===== src/hw/rtl/dqtt_pkg.sv =====
// Shared types and constants for the DNS query tracking table.
`timescale 1ns / 1ps

package dqtt_pkg;

   localparam int unsigned ADDR_W = 32;
   localparam int unsigned QID_W  = 16;

   // Item kinds carried in req_tuser
   localparam logic MODE_RECORD = 1'b0;
   localparam logic MODE_MATCH  = 1'b1;

   // Request tdata layout, lowest bit up
   localparam int unsigned REQ_CLIENT_LSB = 0;
   localparam int unsigned REQ_SERVER_LSB = ADDR_W;
   localparam int unsigned REQ_QID_LSB    = 2 * ADDR_W;
   localparam int unsigned REQ_DATA_W     = 2 * ADDR_W + QID_W;

   // Response tuser layout
   localparam int unsigned RSP_HIT_BIT  = 0;
   localparam int unsigned RSP_DROP_BIT = 1;
   localparam int unsigned RSP_USER_W   = 2;

   typedef struct packed {
      logic              valid;
      logic [ADDR_W-1:0] client;
      logic [ADDR_W-1:0] server;
      logic [QID_W-1:0]  qid;
   } entry_type;

   // Per-cycle commands broadcast to every cell
   typedef struct packed {
      logic compare;  // register the key compare result
      logic insert;   // shift toward the tail, new entry at cell 0
      logic remove;   // cells at or past the hit take their tail neighbor
   } ctl_type;

endpackage


===== src/hw/rtl/dqtt_cell.sv =====
// One table cell: holds an entry, compares it to the key, shifts with its neighbors.
`timescale 1ns / 1ps

module dqtt_cell (
   input  logic                          clock,
   input  logic                          reset,
   input  dqtt_pkg::ctl_type             ctl,
   input  logic                          take,        // at or past the removed entry
   input  dqtt_pkg::entry_type           up_entry,    // from the newer neighbor
   input  dqtt_pkg::entry_type           down_entry,  // from the older neighbor
   input  logic [dqtt_pkg::ADDR_W-1:0]   key_client,
   input  logic [dqtt_pkg::QID_W-1:0]    key_qid,
   output dqtt_pkg::entry_type           entry_ff,
   output logic                          match_ff
);

   dqtt_pkg::entry_type entry_in;
   logic                match_in;

   always_comb begin
      entry_in = entry_ff;
      if (ctl.insert) begin
         entry_in = up_entry;
      end else if (ctl.remove && take) begin
         entry_in = down_entry;
      end
      // match bit holds between compares so a stalled commit still sees it
      match_in = match_ff;
      if (ctl.compare) begin
         match_in = entry_ff.valid &&
                    (entry_ff.client == key_client) && (entry_ff.qid == key_qid);
      end
   end

   always_ff @(posedge clock) begin
      if (reset) begin
         entry_ff.valid <= 1'b0;
         match_ff       <= 1'b0;
      end else begin
         entry_ff.valid <= entry_in.valid;
         match_ff       <= match_in;
      end
      // payload needs no reset, it is never seen while invalid
      entry_ff.client <= entry_in.client;
      entry_ff.server <= entry_in.server;
      entry_ff.qid    <= entry_in.qid;
   end

endmodule


===== src/hw/rtl/dqtt_prefix.sv =====
// Registered log-depth prefix OR over the cell match bits (newest first).
`timescale 1ns / 1ps

module dqtt_prefix #(
   parameter int WIDTH = 16
) (
   input  logic             clock,
   input  logic [WIDTH-1:0] bits_in,
   output logic [WIDTH-1:0] prefix_ff
);

   localparam int LEVELS = (WIDTH > 1) ? $clog2(WIDTH) : 1;

   logic [WIDTH-1:0] lvl [0:LEVELS];
   logic [WIDTH-1:0] prefix_in;

   assign lvl[0] = bits_in;

   for (genvar k = 0; k < LEVELS; k++) begin : g_level
      for (genvar i = 0; i < WIDTH; i++) begin : g_bit
         if (i >= (1 << k)) begin : g_or
            assign lvl[k+1][i] = lvl[k][i] | lvl[k][i - (1 << k)];
         end else begin : g_pass
            assign lvl[k+1][i] = lvl[k][i];
         end
      end
   end

   assign prefix_in = lvl[LEVELS];

   always_ff @(posedge clock) begin
      prefix_ff <= prefix_in;
   end

endmodule


===== src/hw/rtl/dns_query_tracking_table.sv =====
// Top level of the DNS query tracking table: cell row, sequencer and response register.
`timescale 1ns / 1ps

// A row of TABLE_DEPTH cells holds outstanding queries, newest in cell 0.
// A record beat (req_tuser = 0) inserts client, server and query id at cell 0 and
// pushes older entries one cell toward the tail; if the tail cell is in use the
// table is full, nothing changes and the response flags dropped. A match beat
// (req_tuser = 1) compares every cell against client and query id at once, picks
// the newest hit, returns its server address and closes the gap behind it.
// rsp_tvalid rises after the accepting edge once the sequencer has run its steps:
// cell compare, prefix OR over the match bits, commit. req_tready is high only
// while the sequencer is idle, so no new beat is taken until the last one has
// committed; a response that is not taken holds the commit step until rsp_tready,
// and the cell match bits hold through that wait. A new request is accepted while
// the previous response still waits. Exactly one response beat follows each request beat, in order.
module dns_query_tracking_table #(
   parameter int TABLE_DEPTH = 16
) (
   input  logic                                  clock,
   input  logic                                  reset,
   // request channel
   input  logic                                  req_tvalid,
   output logic                                  req_tready,
   input  logic [dqtt_pkg::REQ_DATA_W-1:0]       req_tdata,  // client_addr, server_addr, query_id
   input  logic                                  req_tuser,  // mode
   // response channel
   output logic                                  rsp_tvalid,
   input  logic                                  rsp_tready,
   output logic [dqtt_pkg::ADDR_W-1:0]           rsp_tdata,  // original_server
   output logic [dqtt_pkg::RSP_USER_W-1:0]       rsp_tuser   // hit, dropped
);

   localparam int AW = dqtt_pkg::ADDR_W;
   localparam int QW = dqtt_pkg::QID_W;

   // sequencer
   localparam logic [1:0] ST_IDLE   = 2'd0;
   localparam logic [1:0] ST_CMP    = 2'd1;
   localparam logic [1:0] ST_PFX    = 2'd2;
   localparam logic [1:0] ST_COMMIT = 2'd3;

   logic [1:0] state_ff, state_in;

   // latched request
   logic          cmd_mode_ff;
   logic [AW-1:0] cmd_client_ff;
   logic [AW-1:0] cmd_server_ff;
   logic [QW-1:0] cmd_qid_ff;

   // response register
   logic          rsp_valid_ff, rsp_valid_in;
   logic          rsp_hit_ff, rsp_hit_in;
   logic          rsp_drop_ff, rsp_drop_in;
   logic [AW-1:0] rsp_server_ff, rsp_server_in;

   // cell row
   dqtt_pkg::entry_type entry_vec [TABLE_DEPTH];
   dqtt_pkg::entry_type new_entry, empty_entry;
   dqtt_pkg::ctl_type   ctl;
   logic [TABLE_DEPTH-1:0] match_vec;
   logic [TABLE_DEPTH-1:0] take_vec;
   logic [TABLE_DEPTH-1:0] onehot_vec;
   logic [TABLE_DEPTH-1:0] valid_vec;

   logic accept, commit_go, full, hit_any;
   logic [AW-1:0] sel_server;

   assign accept     = req_tvalid && req_tready;
   assign req_tready = (state_ff == ST_IDLE);
   assign commit_go  = (state_ff == ST_COMMIT) && (!rsp_valid_ff || rsp_tready);
   assign full       = entry_vec[TABLE_DEPTH-1].valid;
   assign hit_any    = take_vec[TABLE_DEPTH-1];

   assign new_entry   = '{valid: 1'b1, client: cmd_client_ff,
                          server: cmd_server_ff, qid: cmd_qid_ff};
   assign empty_entry = '0;

   always_comb begin
      ctl.compare = (state_ff == ST_CMP) && (cmd_mode_ff == dqtt_pkg::MODE_MATCH);
      ctl.insert  = commit_go && (cmd_mode_ff == dqtt_pkg::MODE_RECORD) && !full;
      ctl.remove  = commit_go && (cmd_mode_ff == dqtt_pkg::MODE_MATCH) && hit_any;
   end

   for (genvar i = 0; i < TABLE_DEPTH; i++) begin : g_cell
      dqtt_pkg::entry_type up_e, down_e;

      if (i == 0) begin : g_head
         assign up_e = new_entry;
      end else begin : g_up
         assign up_e = entry_vec[i-1];
      end

      if (i == TABLE_DEPTH - 1) begin : g_tail
         assign down_e = empty_entry;
      end else begin : g_down
         assign down_e = entry_vec[i+1];
      end

      dqtt_cell u_cell (
         .clock      (clock),
         .reset      (reset),
         .ctl        (ctl),
         .take       (take_vec[i]),
         .up_entry   (up_e),
         .down_entry (down_e),
         .key_client (cmd_client_ff),
         .key_qid    (cmd_qid_ff),
         .entry_ff   (entry_vec[i]),
         .match_ff   (match_vec[i])
      );

      assign valid_vec[i] = entry_vec[i].valid;

      // first hit: prefix set here but not one cell newer
      if (i == 0) begin : g_oh0
         assign onehot_vec[i] = take_vec[i];
      end else begin : g_ohn
         assign onehot_vec[i] = take_vec[i] && !take_vec[i-1];
      end
   end

   // take_vec[i]: some cell at index i or newer matched
   dqtt_prefix #(
      .WIDTH (TABLE_DEPTH)
   ) u_prefix (
      .clock     (clock),
      .bits_in   (match_vec),
      .prefix_ff (take_vec)
   );

   // server readout: per-bit OR over the one-hot selected cells
   for (genvar b = 0; b < AW; b++) begin : g_rd
      logic [TABLE_DEPTH-1:0] col;
      for (genvar i = 0; i < TABLE_DEPTH; i++) begin : g_col
         assign col[i] = onehot_vec[i] && entry_vec[i].server[b];
      end
      assign sel_server[b] = |col;
   end

   always_comb begin
      state_in = state_ff;
      case (state_ff)
         ST_IDLE: begin
            if (accept) begin
               state_in = ST_CMP;
            end
         end
         ST_CMP:    state_in = ST_PFX;
         ST_PFX:    state_in = ST_COMMIT;
         ST_COMMIT: begin
            if (commit_go) begin
               state_in = ST_IDLE;
            end
         end
         default:   state_in = ST_IDLE;
      endcase
   end

   always_comb begin
      rsp_valid_in  = rsp_valid_ff && !rsp_tready;
      rsp_hit_in    = rsp_hit_ff;
      rsp_drop_in   = rsp_drop_ff;
      rsp_server_in = rsp_server_ff;
      if (commit_go) begin
         rsp_valid_in = 1'b1;
         if (cmd_mode_ff == dqtt_pkg::MODE_MATCH) begin
            rsp_hit_in    = hit_any;
            rsp_server_in = sel_server;   // zero on a miss
            rsp_drop_in   = 1'b0;
         end else begin
            rsp_hit_in    = 1'b0;
            rsp_server_in = '0;
            rsp_drop_in   = full;
         end
      end
   end

   always_ff @(posedge clock) begin
      if (reset) begin
         state_ff     <= ST_IDLE;
         rsp_valid_ff <= 1'b0;
      end else begin
         state_ff     <= state_in;
         rsp_valid_ff <= rsp_valid_in;
      end
   end

   always_ff @(posedge clock) begin
      if (accept) begin
         cmd_mode_ff   <= req_tuser;
         cmd_client_ff <= req_tdata[dqtt_pkg::REQ_CLIENT_LSB +: AW];
         cmd_server_ff <= req_tdata[dqtt_pkg::REQ_SERVER_LSB +: AW];
         cmd_qid_ff    <= req_tdata[dqtt_pkg::REQ_QID_LSB +: QW];
      end
      rsp_hit_ff    <= rsp_hit_in;
      rsp_drop_ff   <= rsp_drop_in;
      rsp_server_ff <= rsp_server_in;
   end

   assign rsp_tvalid                      = rsp_valid_ff;
   assign rsp_tdata                       = rsp_server_ff;
   assign rsp_tuser[dqtt_pkg::RSP_HIT_BIT]  = rsp_hit_ff;
   assign rsp_tuser[dqtt_pkg::RSP_DROP_BIT] = rsp_drop_ff;

   // valid cells always form one run starting at cell 0
   a_valid_run: assert property (@(posedge clock) disable iff (reset)
      (valid_vec & (valid_vec + 1'b1)) == '0)
      else $error("valid cells not contiguous from the head");

   // a new response only comes out of the commit step
   a_rsp_from_commit: assert property (@(posedge clock) disable iff (reset)
      $rose(rsp_tvalid) |-> $past(state_ff) == ST_COMMIT)
      else $error("response loaded outside commit");

   // an accepted beat always starts the compare step
   a_accept_cmp: assert property (@(posedge clock) disable iff (reset)
      accept |=> state_ff == ST_CMP)
      else $error("accepted beat did not start compare");

   // at most one cell is picked as the hit
   a_onehot: assert property (@(posedge clock) disable iff (reset)
      state_ff == ST_COMMIT |-> $onehot0(onehot_vec))
      else $error("more than one hit cell selected");

endmodule


===== config.mk =====
export PLATFORM = sky130hd
export DESIGN_NAME = dns_query_tracking_table
export DESIGN_NICKNAME = d
export VERILOG_FILES = /design/src/hw/rtl/dqtt_pkg.sv /design/src/hw/rtl/dqtt_cell.sv /design/src/hw/rtl/dqtt_prefix.sv /design/src/hw/rtl/dns_query_tracking_table.sv
export SDC_FILE = /design/constraint.sdc
export NUM_CORES = 2
export LEC_CHECK = 0
export BUFFER_PORTS_ARGS = -buffer_cell sky130_fd_sc_hd__buf_2
export CELL_PAD_IN_SITES_DETAIL_PLACEMENT = 1
export CELL_PAD_IN_SITES_GLOBAL_PLACEMENT = 1
export CORE_UTILIZATION = 46
export DETAILED_ROUTE_END_ITERATION = 10
export HOLD_SLACK_MARGIN = 0.1
export PLACE_DENSITY = 0.87
export SLEW_MARGIN = 30
export SYNTH_ARGS = -nofsm -noshare
export SYNTH_HDL_FRONTEND = slang
export SYNTH_SLANG_ARGS = --single-unit

===== constraint.sdc =====
create_clock -name clock -period 5.2 [get_ports clock]
set_input_delay 0.26 -clock clock [delete_from_list [all_inputs] [get_ports clock]]
set_output_delay 0.26 -clock clock [all_outputs]
set_load 0.005 [all_outputs]

# --- After elaboration in Yosys (flattened, before gate mapping) ---
# Index checks and enable logic that the tools add are counted.
word_totals:
  ff_bits: 1446
  input_bits: 85
op_classes:
  mux: 36
  n_bitwise: 50
  eq_ne: 37
  n_reduce_logical: 652
ops:
  columns: ["op", "n"]
  rows:
  - ["two-way mux 81 bit", 32]
  - ["logical AND 1 bit", 583]
  - ["equality test 32 bit", 16]
  - ["OR reduction 16 bit", 32]
  - ["equality test 16 bit", 16]
  - ["bitwise OR 1 bit", 49]
  - ["nonzero test 2 bit", 16]
  - ["logical NOT 1 bit", 18]
  - ["case mux 2 bit (4 select lines)", 1]
  - ["equality test 2 bit, second input constant", 2]
  - ["two-way mux 2 bit", 2]
  - ["equality test 2 x 1 -> 1 bit, second input constant", 1]
  - ["logical NOT 2 bit", 1]
  - ["!= test 2 x 1 -> 1 bit, second input constant", 1]
  - ["!= test 2 bit, second input constant", 1]
  - ["AND reduction 2 bit", 1]
  - ["logical OR 1 bit", 1]
  - ["two-way mux 1 bit", 1]
  - ["inverter 1 bit", 1]

# --- Longest topological paths before layout ---
logic_depth:
  depth_word: 8
  depth_mapped: 9

# --- Cells and area by module ---
# Synthesis repeated with hierarchy kept, for this count alone.
unflattened:
  hier_cells: 4698
  area_unflattened_um2: 71290.9
by_module_without_submodules:
  columns: ["mod", "n_inst", "area_each_um2", "seq_area_each_um2", "cells_each"]
  rows:
  - ["dqtt_cell", 16, 4000.1, 2442.3, 255]
  - ["dns_query_tracking_table", 1, 6804.0, 3513.4, 581]
  - ["dqtt_prefix", 1, 485.5, 320.3, 37]

# --- Worst setup path after synthesis ---
# No wires, ideal clock.
synth_timing:
  kind: "flip-flop to flip-flop"
  start: "register state_ff[1]"
  end: "register g_cell[0].u_cell.entry_ff[0] (netlist bit) (enable)"
  path_buffers: 2
  required_time_ps: 4759
  path_stages_with_launch: 7
  slack_ps: -68
  arrival_ps: 4828
  cell_sequence: "dfxtp_1 -> ha_1 -> nor2b_1 -> nand2_1 -> buf_2 -> buf_1 -> nand2_1"
synth_between:
  elab_chain_len: 6
  elab_cells_between_ends: 8
synth_rtl:
  columns: ["item", "line_no", "text"]
  rows:
  - ["start: declaration", "dns_query_tracking_table.sv:42", "logic [1:0] state_ff, state_in;"]
  - ["start signal: assignment", "dns_query_tracking_table.sv:183", "state_ff <= state_in;"]
  - ["equality test 2 bit *", "dns_query_tracking_table.sv:70", "assign commit_go = (state_ff == ST_COMMIT) && (!rsp_valid_ff || rsp_tready);"]
  - ["logical AND 1 bit *", "dns_query_tracking_table.sv:70", null]
  - ["logical AND 1 bit (2 in a row)", "dns_query_tracking_table.sv:81", "ctl.remove = commit_go && (cmd_mode_ff == dqtt_pkg::MODE_MATCH) && hit_any;"]
  - ["logical AND 1 bit", "dqtt_cell.sv:24", "end else if (ctl.remove && take) begin"]
  - ["nonzero test 2 bit (no line) *", null, null]
  - ["end: declaration", "dqtt_cell.sv:13", "output dqtt_pkg::entry_type entry_ff,"]
# Every way passes the cells marked *; elsewhere a longest branch is shown, timed or not.
# A chain may end at the register's enable or synchronous reset.

==> flow_metrics.env <==
export IMPL_cts_buffer_depth=3
export IMPL_clk_pin_slew_ns=0.06
export IMPL_start_util=0.464
export IMPL_synth_ff_type="edfxtp_1"
export IMPL_period_minus_slack_ns=3.44
export IMPL_rsz0062_at_grt="false"
export IMPL_switching_share=0.308
export IMPL_status="finished, final reports clean"
export IMPL_clk_latency_ns=0.83
export IMPL_start_kind="flip-flop"
export IMPL_grt_max_degree=229
export IMPL_clock_skew_ns=0.0361
export IMPL_grtUsageTotal=0.321
export IMPL_wl_per_cell_um=27.4
export IMPL_cts_tree="built"
export IMPL_hold_path_class="in -> reg"
export IMPL_yosys_top_cells_area="edfxtp_1 59%, nand2_1 19%, xnor2_1 5.4%"
export IMPL_port_buffers=120
export IMPL_drv_max_cap_violation_count=0
export IMPL_rows=143
export IMPL_crit_arrival_ns=4.10
export IMPL_worstRegToRegCells=7
export IMPL_final_nets=7269
export IMPL_drt_total_wl_um=256000
export IMPL_worstReg2RegEnd="g_cell[2].u_cell.entry_ff[14]$_DFFE_PP_"
export IMPL_regArea_sq_um=42900
export IMPL_combinationalPowerShare=0.182
export IMPL_drt_first_pass_iters=6
export IMPL_tightest_slew_ns=1.09
export IMPL_total_power_mw=32.3
export IMPL_clock_sinks=1446
export IMPL_reg2reg_from="cmd_mode_ff$_DFFE_PP_"
export IMPL_first_global_vias=59248
export IMPL_core_area_sq_um=152000
export IMPL_fin_setup_tns_ns=0
export IMPL_placed_cells=8961
export IMPL_cts_buffers=156
export IMPL_drt_iter0_markers=7690
export IMPL_ys_seq_elements=1446
export IMPL_path_class="reg -> reg"
export IMPL_required_ns=5.86
export IMPL_h_tree_depth=4
export IMPL_path_max_fanout=159
export IMPL_power_leakage_nw=31.1
export IMPL_ys_types=41
export IMPL_finalHoldViolations=0
export IMPL_synth_yosys_warnings=0
export IMPL_fin_cells=9341
export IMPL_synth_nets=7212
export IMPL_dp_hpwl_um=164000
export IMPL_drc=0
export IMPL_yosys_area_top_type_share=0.592
export IMPL_min_to="cmd_qid_ff[2]$_DFFE_PP_"
export IMPL_cts_root_buf="clkbuf_16"
export IMPL_cts_resized=0
export IMPL_yosysSeqAreaShare=0.607
export IMPL_n_fill_cell=16570
export IMPL_antenna_found_initial=9
export IMPL_synth_top_area_cell="edfxtp_1"
export IMPL_slew_limit_headroom=0.264
export IMPL_routabilityCongestion=0.928
export IMPL_drv_slew=0
export IMPL_fp_dieW_um=394
export IMPL_syn_inst=7123
export IMPL_pwr_share_clk=0.354
export IMPL_p_per_area_nw_per_um2=406
export IMPL_fmax_mhz=291
export IMPL_period_share=0.661
export IMPL_antenna_left=0
export IMPL_multi_input_area_sq_um=26200
export IMPL_hp_start="req_tdata[66]"
export IMPL_vias=56792
export IMPL_postCtsHoldBufs=85
export IMPL_gr_total_overflow=0
export IMPL_die_height_um=394
export IMPL_intPower_mw=22.4
export IMPL_synth_area_per_cell_sq_um=9.93
export IMPL_grt_pass1_wl_um=376000
export IMPL_synth_cell_area_sq_um=70700
export IMPL_utilization=0.522
export IMPL_die_area_sq_um=155000
export IMPL_vias_per_cell=6.08
export IMPL_endpoint_kind="flip-flop"
export IMPL_area_growth_pct=12.5
export IMPL_power_frac_seq=0.464
export IMPL_ioPinCount=121
export IMPL_setup_viol=0
export IMPL_p_switching_mw=9.95
export IMPL_reg2reg_slack_ns=1.76
export IMPL_async_flop_share=0
export IMPL_vdd_ir_drop_max_v=0.000341
export IMPL_synth_edf_count=1395
export IMPL_cts_setup_buffers=0
export IMPL_min_path_cells=2
export IMPL_final_layout_size_suffix_gt1_frac=0.0724
## routing by layer
metal / GRT usage / wire length (um) / vias up
met2: 0.534 / 122000 / 3490
met4: 0.153 / 13500 / 10
met5: 0 / 60 / -
met3: 0.0643 / 25500 / 881
met1: 0.401 / 94400 / 28465
li1: - / - / 23946
## power groups by stage
stage / clock network [mW] / registers, mW / logic, mW
final: 11.4 / 15.0 / 5.89
after detailed placement: 0 / 15.2 / 5.52
after CTS: 11.5 / 15.0 / 5.70
after global placement: 0 / 15.2 / 5.20
after global routing: 11.9 / 15.0 / 6.20
after floorplan: 0 / 14.7 / 3.65
## cell usage in the layout, fill, tap and decap left out, types with 11 or more instances in the layout
cell           Yosys  routed
nand2_1         3653    3651
edfxtp_1        1395    1395
xnor2_1          440     440
xor2_1           328     328
clkbuf_16          0     167
a22oi_1          154     154
nand4_1          151     151
buf_2            118     120
buf_4              2     107
nor4_1           103     102
dlygate4sd3_1      0      85
and2_1            82      81
nand3_1           54      54
a221oi_1          52      52
dfxtp_1           51      50
a22o_1            44      44
clkinv_2           0      37
clkbuf_1         286      37
o21a_1            32      32
nor2_1            22      22
o21ai_0           21      21
clkinv_1           0      20
nor2b_4            0      16
a21o_4             0      14
or4_1             14      14
buf_12             0      14
a311oi_1          13      13
bufinv_16          0      11
## flip-flops by register name, summed over array words and instances, names as in the netlist
| register | flops |
|---|---|
| g_cell.u_cell.entry_ff | 1296 |
| cmd_client_ff | 32 |
| cmd_server_ff | 32 |
| rsp_tdata | 32 |
| cmd_qid_ff | 16 |
| g_cell.u_cell.match_ff | 16 |
| u_prefix.prefix_ff | 16 |
| state_ff | 2 |
| cmd_mode_ff | 1 |
| rsp_drop_ff | 1 |
| rsp_hit_ff | 1 |
| rsp_tvalid | 1 |
## logic make-up (layout without fill, tap and decap cells)
logic type,count (synthesis),count (layout),share of synthesized area
buffers and inverters,443,630,0.0257
multiplexers,2,2,0.000283
other,0,1,0
AND/OR/NAND/NOR,4122,4122,0.234
AO/OA/AOI/OAI,338,338,0.0369
flip-flops,1446,1446,0.607
adder cells (fa/ha/maj),4,4,0.000708
XOR/XNOR,768,768,0.0951
## Yosys cell counts, drive strengths merged (52+ instances only)
| master | instances |
|---|---|
| nor4 | 103 |
| clkbuf | 286 |
| xnor2 | 440 |
| xor2 | 328 |
| buf | 152 |
| edfxtp | 1395 |
| a221oi | 52 |
| a22oi | 154 |
| and2 | 82 |
| nand4 | 151 |
| nand2 | 3654 |
| nand3 | 54 |
## per-stage QoR
step	setup WS, ns	hold slack, ns	area [sq um]
after floorplan	0.673	0.359	70700
after global placement	1.97	0.437	73400
after detailed placement	1.79	0.439	73500
after CTS	1.73	0.114	79400
after global routing	1.63	0.146	79500
final	1.76	0.142	79600
## layout make-up
type                    count  area share
diodes                      1   0.0000315
flip-flops and latches   1446       0.539
clock inverters            76     0.00846
clock buffers             212      0.0557
well taps                2030      0.0319
repair buffers            337      0.0343
multi-input cells        5234       0.330
inverters                   5    0.000236
## worst max-delay path, stage by stage, from the launching register on
cell	delay [ns]
edfxtp_1	0.45
nor2_1	0.28
and3b_4	0.78
buf_4	0.45
buf_12	0.32
buf_16	0.48
nand2_1	0.17
nand2_1	0.10
## how the worst max path moves through the flow
stage | depth (start not counted) | start | endpoint
floorplan | 6 | state_ff[1]$_SDFFE_PP0P_ | g_cell[0].u_cell.entry_ff[0]$_DFFE_PP_
global placement | 5 | u_prefix.prefix_ff[15]$_DFF_P_ | g_cell[0].u_cell.entry_ff[3]$_DFFE_PP_
detailed placement | 5 | u_prefix.prefix_ff[15]$_DFF_P_ | g_cell[0].u_cell.entry_ff[3]$_DFFE_PP_
CTS | 5 | u_prefix.prefix_ff[15]$_DFF_P_ | g_cell[0].u_cell.entry_ff[3]$_DFFE_PP_
global route | 6 | cmd_mode_ff$_DFFE_PP_ | g_cell[13].u_cell.entry_ff[7]$_DFFE_PP_
finish | 7 | cmd_mode_ff$_DFFE_PP_ | g_cell[2].u_cell.entry_ff[14]$_DFFE_PP_
(Power assumes the default switching activity.)
